==> config.mk <==
export PLATFORM = sky130hd
export DESIGN_NAME = frr_alu
export DESIGN_NICKNAME = d
export VERILOG_FILES = /design/src/hw/rtl/frr_pkg.sv /design/src/hw/rtl/frr_alu.sv
export SDC_FILE = /design/constraint.sdc
export NUM_CORES = 1
export LEC_CHECK = 0
export BUFFER_PORTS_ARGS = -buffer_cell sky130_fd_sc_hd__buf_2
export CAP_MARGIN = 20
export CORE_MARGIN = 10
export CORE_UTILIZATION = 55
export DETAILED_ROUTE_END_ITERATION = 6
export GPL_TIMING_DRIVEN = 0
export PLACE_DENSITY = 0.9
export SETUP_SLACK_MARGIN = 0.3
export SLEW_MARGIN = 5
export SYNTH_ARGS = -nofsm -noshare
export SYNTH_HDL_FRONTEND = slang
export SYNTH_SLANG_ARGS = --single-unit
==> constraint.sdc <==
create_clock -name vclk -period 12.6
set_clock_uncertainty 0.2 [all_clocks]
set_input_delay 1.26 -clock vclk [all_inputs]
set_output_delay 1.26 -clock vclk [all_outputs]
set_load 0.005 [all_outputs]
==> src/hw/rtl/frr_pkg.sv <==
// ----------------------------------------------------------------------------
// frr_pkg
// Shared types and constants of the multi-reader frame ring.
// ----------------------------------------------------------------------------
package frr_pkg;

    localparam int FUNC_W   = 2;
    localparam int ID_W     = 3;
    localparam int BYTE_W   = 8;
    localparam int LEN_W    = 13;
    localparam int STAT_W   = 3;
    localparam int CNT_W    = 4;
    localparam int CFG_IDX_W = 2;
    localparam int CFG_DAT_W = 13;
    localparam int HDR_BYTES = 4;
    localparam int CAP_MIN  = 16;
    localparam int CAP_RESET = 4096;
    localparam int RCNT_RESET = 8;

    typedef enum logic [FUNC_W-1:0] {
        FN_WRITE  = 2'd0,
        FN_READ   = 2'd1,
        FN_ATTACH = 2'd2,
        FN_DETACH = 2'd3
    } func_t;

    typedef enum logic [STAT_W-1:0] {
        STAT_OK       = 3'd0,
        STAT_NO_SPACE = 3'd1,
        STAT_INACTIVE = 3'd2,
        STAT_EMPTY    = 3'd3,
        STAT_BAD_LEN  = 3'd4,
        STAT_IGNORED  = 3'd5
    } status_t;

    typedef enum logic [CFG_IDX_W-1:0] {
        REG_RING_CAPACITY = 2'd0,
        REG_READER_COUNT  = 2'd1,
        REG_SPARE2        = 2'd2,
        REG_SPARE3        = 2'd3
    } cfg_reg_t;

    typedef enum logic {
        ALU_ADVANCE = 1'b0,
        ALU_USED    = 1'b1
    } alu_op_t;

    typedef enum logic [4:0] {
        S_IDLE,
        S_DISPATCH,
        S_W_SCAN,
        S_W_ALIGN1,
        S_W_ALIGN2,
        S_W_CHECK,
        S_W_HDR,
        S_W_POS,
        S_W_DATA,
        S_R_USED,
        S_R_HADDR,
        S_R_HDATA,
        S_R_HCHECK,
        S_R_CUR4,
        S_R_BADDR,
        S_R_BDATA,
        S_RESP
    } state_t;

endpackage

==> src/hw/rtl/frr_alu.sv <==
// ----------------------------------------------------------------------------
// frr_alu
// Shared ring-position unit: modular advance and used-byte distance.
// ----------------------------------------------------------------------------
module frr_alu #(
    parameter int PW = 12
) (
    input  frr_pkg::alu_op_t op,
    input  logic [PW-1:0]    a,
    input  logic [PW-1:0]    b,
    input  logic [PW:0]      cap,
    output logic [PW-1:0]    y
);

    logic [PW:0] sum;
    logic [PW:0] diff;

    always_comb
    begin
        sum  = {1'b0, a} + {1'b0, b};
        diff = {1'b0, a} - {1'b0, b} + ((a < b) ? cap : '0);
        case (op)
            frr_pkg::ALU_ADVANCE:
            begin
                if (sum >= cap)
                begin
                    y = PW'(sum - cap);
                end
                else
                begin
                    y = sum[PW-1:0];
                end
            end
            frr_pkg::ALU_USED: y = diff[PW-1:0];
            default: y = '0;
        endcase
    end

endmodule

==> out/results.tsv <==
stage	metric	value	unit
critical_path	cpPeakStageDelay	0.63	ns
final_layout	nClkBuffers	0	
clock_network	cts_setup_buffers	0	
timing	final.setup.tns	0	ns
final_layout	regArea	0	um2
critical_path	slowest_stage	a2111oi_1	
grt	track_usage	0.173	
final_layout	drive_gt1_frac	0.152	
timing	hold_viol_final	0	
timing	fin_crit_sh	0.614	
logic_synthesis	avgSynthCellArea	7.26	um2
placement	routabilityCongestion	0.932	
logic_synthesis	synth_area	2610	um2
flow_run	cap_viol_max_count	0	
grt	grt_max_degree	11	
grt	grt_pass1_vias	2658	
final_layout	final_common_cell	inv_1	
final_layout	post_layout_nonfiller_instances	461	
final_layout	final_cell_mix	75 x inv_1, 50 x buf_2, 49 x ha_1	
placement	dpl.cell_count	461	
critical_path	crit_type	in -> out	
final_layout	nets	511	
drt	drc	0	
drt	routed_wirelength	6920	um
logic_synthesis	synth_cell_types	50	
drt	via_count	2603	
drt	wl_per_cell	15.0	um
run_status	status	complete, no violations	
logic_synthesis	netlist_instances	359	
logic_synthesis	syn_nets	459	
placement	io_buffers	50	
power_and_ir_drop	cellLeakagePower	0.00155	uW
die	io_pins	50	
critical_path	cp-end-kind	primary output	
final_layout	syn2layout_area_growth	12.1	%
timing	rsz0062_at_grt	no	
final_layout	diodes	0	
critical_path	crit_required	11.14	ns
critical_path	path_cells	buf_2, inv_1, ha_1, nor2b_1, o211ai_1, a2111oi_0, o221ai_1, nand2b_1, a21oi_1, clkbuf_1, nand2_1, fa_1, inv_1, ha_1, nor2b_1, o21ai_0, a21oi_1, a2111oi_1, o31ai_1, mux2i_1, a311o_1, buf_2	
grt	grt_overflow	0	
die	start_util	0.583	
critical_path	cp.arrival	6.27	ns
drt	first_iter_violations	107	
grt	antenna_found_initial	0	
die	dieArea	7900	um2
die	coreArea	4470	um2
drt	ant_nets	0	
timing	fmaxAchievable	0.129	GHz
logic_synthesis	yosysWarnings	0	
critical_path	cp_max_fo	10	
die	die_h	88.9	um
timing	drv_slew	0	
logic_synthesis	ys_seq_area_frac	0	
power_and_ir_drop	vdd_drop_max	0.0513	mV
drt	first_pass_iters	4	
clock_network	hold_buffers	0	
die	fp.dieW	88.9	um
die	rows	24	
timing	slew_headroom	0.573	
grt	grt_pass1_wl	11400	um
power_and_ir_drop	power.density	89.4	nW/um2
placement	hpwl	6130	um
timing	setup_viol	0	
clock_network	ctsResizeCount	0	
timing	tightest_slew	0.639	ns
final_layout	design.seq.count	0	
hold_path	hp-class	in -> out	
drt	via_per_inst	5.65	
critical_path	critical_path.startpoint_type	input pin	
timing	period_minus_slack	7.73	ns
Yosys cell counts, drive strengths merged, types with 2 or more instances:
| master | number | area share |
|---|---|---|
| o21a | 6 | 0.017 |
| xnor2 | 12 | 0.040 |
| a21o | 2 | 0.0058 |
| mux2 | 3 | 0.014 |
| nand2b | 7 | 0.017 |
| nand2 | 22 | 0.032 |
| nor3 | 12 | 0.023 |
| inv | 75 | 0.11 |
| or2 | 2 | 0.0048 |
| o31ai | 3 | 0.0086 |
| or3 | 3 | 0.0072 |
| nor4 | 3 | 0.0072 |
| a21oi | 29 | 0.056 |
| xor2 | 11 | 0.037 |
| ha | 49 | 0.24 |
| a31oi | 4 | 0.0096 |
| nor2 | 21 | 0.030 |
| nand3 | 3 | 0.0058 |
| a2111oi | 4 | 0.024 |
| o211ai | 4 | 0.012 |
| o21ai | 21 | 0.042 |
| a211oi | 7 | 0.020 |
| mux2i | 12 | 0.046 |
| clkbuf | 5 | 0.0072 |
| nor3b | 2 | 0.0058 |
| nor2b | 7 | 0.017 |
| fa | 13 | 0.10 |
metal layers:
| metal | share of wire | GRT usage | up-vias |
|---|---|---|---|
| li1 | - | - | 1329 |
| met5 | 0 | 0 | - |
| met4 | 0.0043 | 0.0132 | 0 |
| met3 | 0.041 | 0.0147 | 6 |
| met2 | 0.52 | 0.328 | 49 |
| met1 | 0.44 | 0.213 | 1219 |
path summary, 6_finish.rpt:
check             start     to  slack (ns)  cells past startpoint
setup / recovery   b[1]  y[10]        4.87                     22
hold / removal     a[0]   y[0]        2.79                      5
per-stage QoR:
step / utilization / hold WS [ns] / cell area (um2) / power, uW / worst slack [ns]
6_report: 0.653 / 2.79 / 2920 / 261 / 4.87
5_1_grt: 0.653 / 2.83 / 2920 / 290 / 4.46
4_1_cts: 0.653 / 2.79 / 2920 / 259 / 4.95
3_5_place_dp: 0.653 / 2.79 / 2920 / 257 / 4.98
3_3_place_gp: 0.653 / 2.77 / 2920 / 248 / 5.11
2_1_floorplan: - / 2.52 / 2610 / 189 / 6.11
power by group:
group | switching (uW) | internal (uW)
combinational | 145 | 117
sequential | 0 | 0
clock | 0 | 0
total | 145 | 117
critical path, delay by kind of cell:
kind                       cells  cell delay, ns
buffers and inverters          5            0.76
AOI/OAI and AO/OA              9            2.43
adders and majority gates      3            1.10
muxes                          1            0.18
and+or+nand+nor                4            0.53
kinds of logic after synthesis:
family	synth area share
compound gates	0.238
buf+inv	0.119
simple gates	0.170
mux	0.0605
xor+xnor	0.0773
fa+ha+maj	0.335
layout make-up:
type	count	area, um2
plain buffers	6	30.0
fillers	373	1550
inverters	75	282
multi-input cells	278	2300
well taps	52	65.1
repair buffers	50	250
Note: power is estimated with default switching activity, not from simulation.
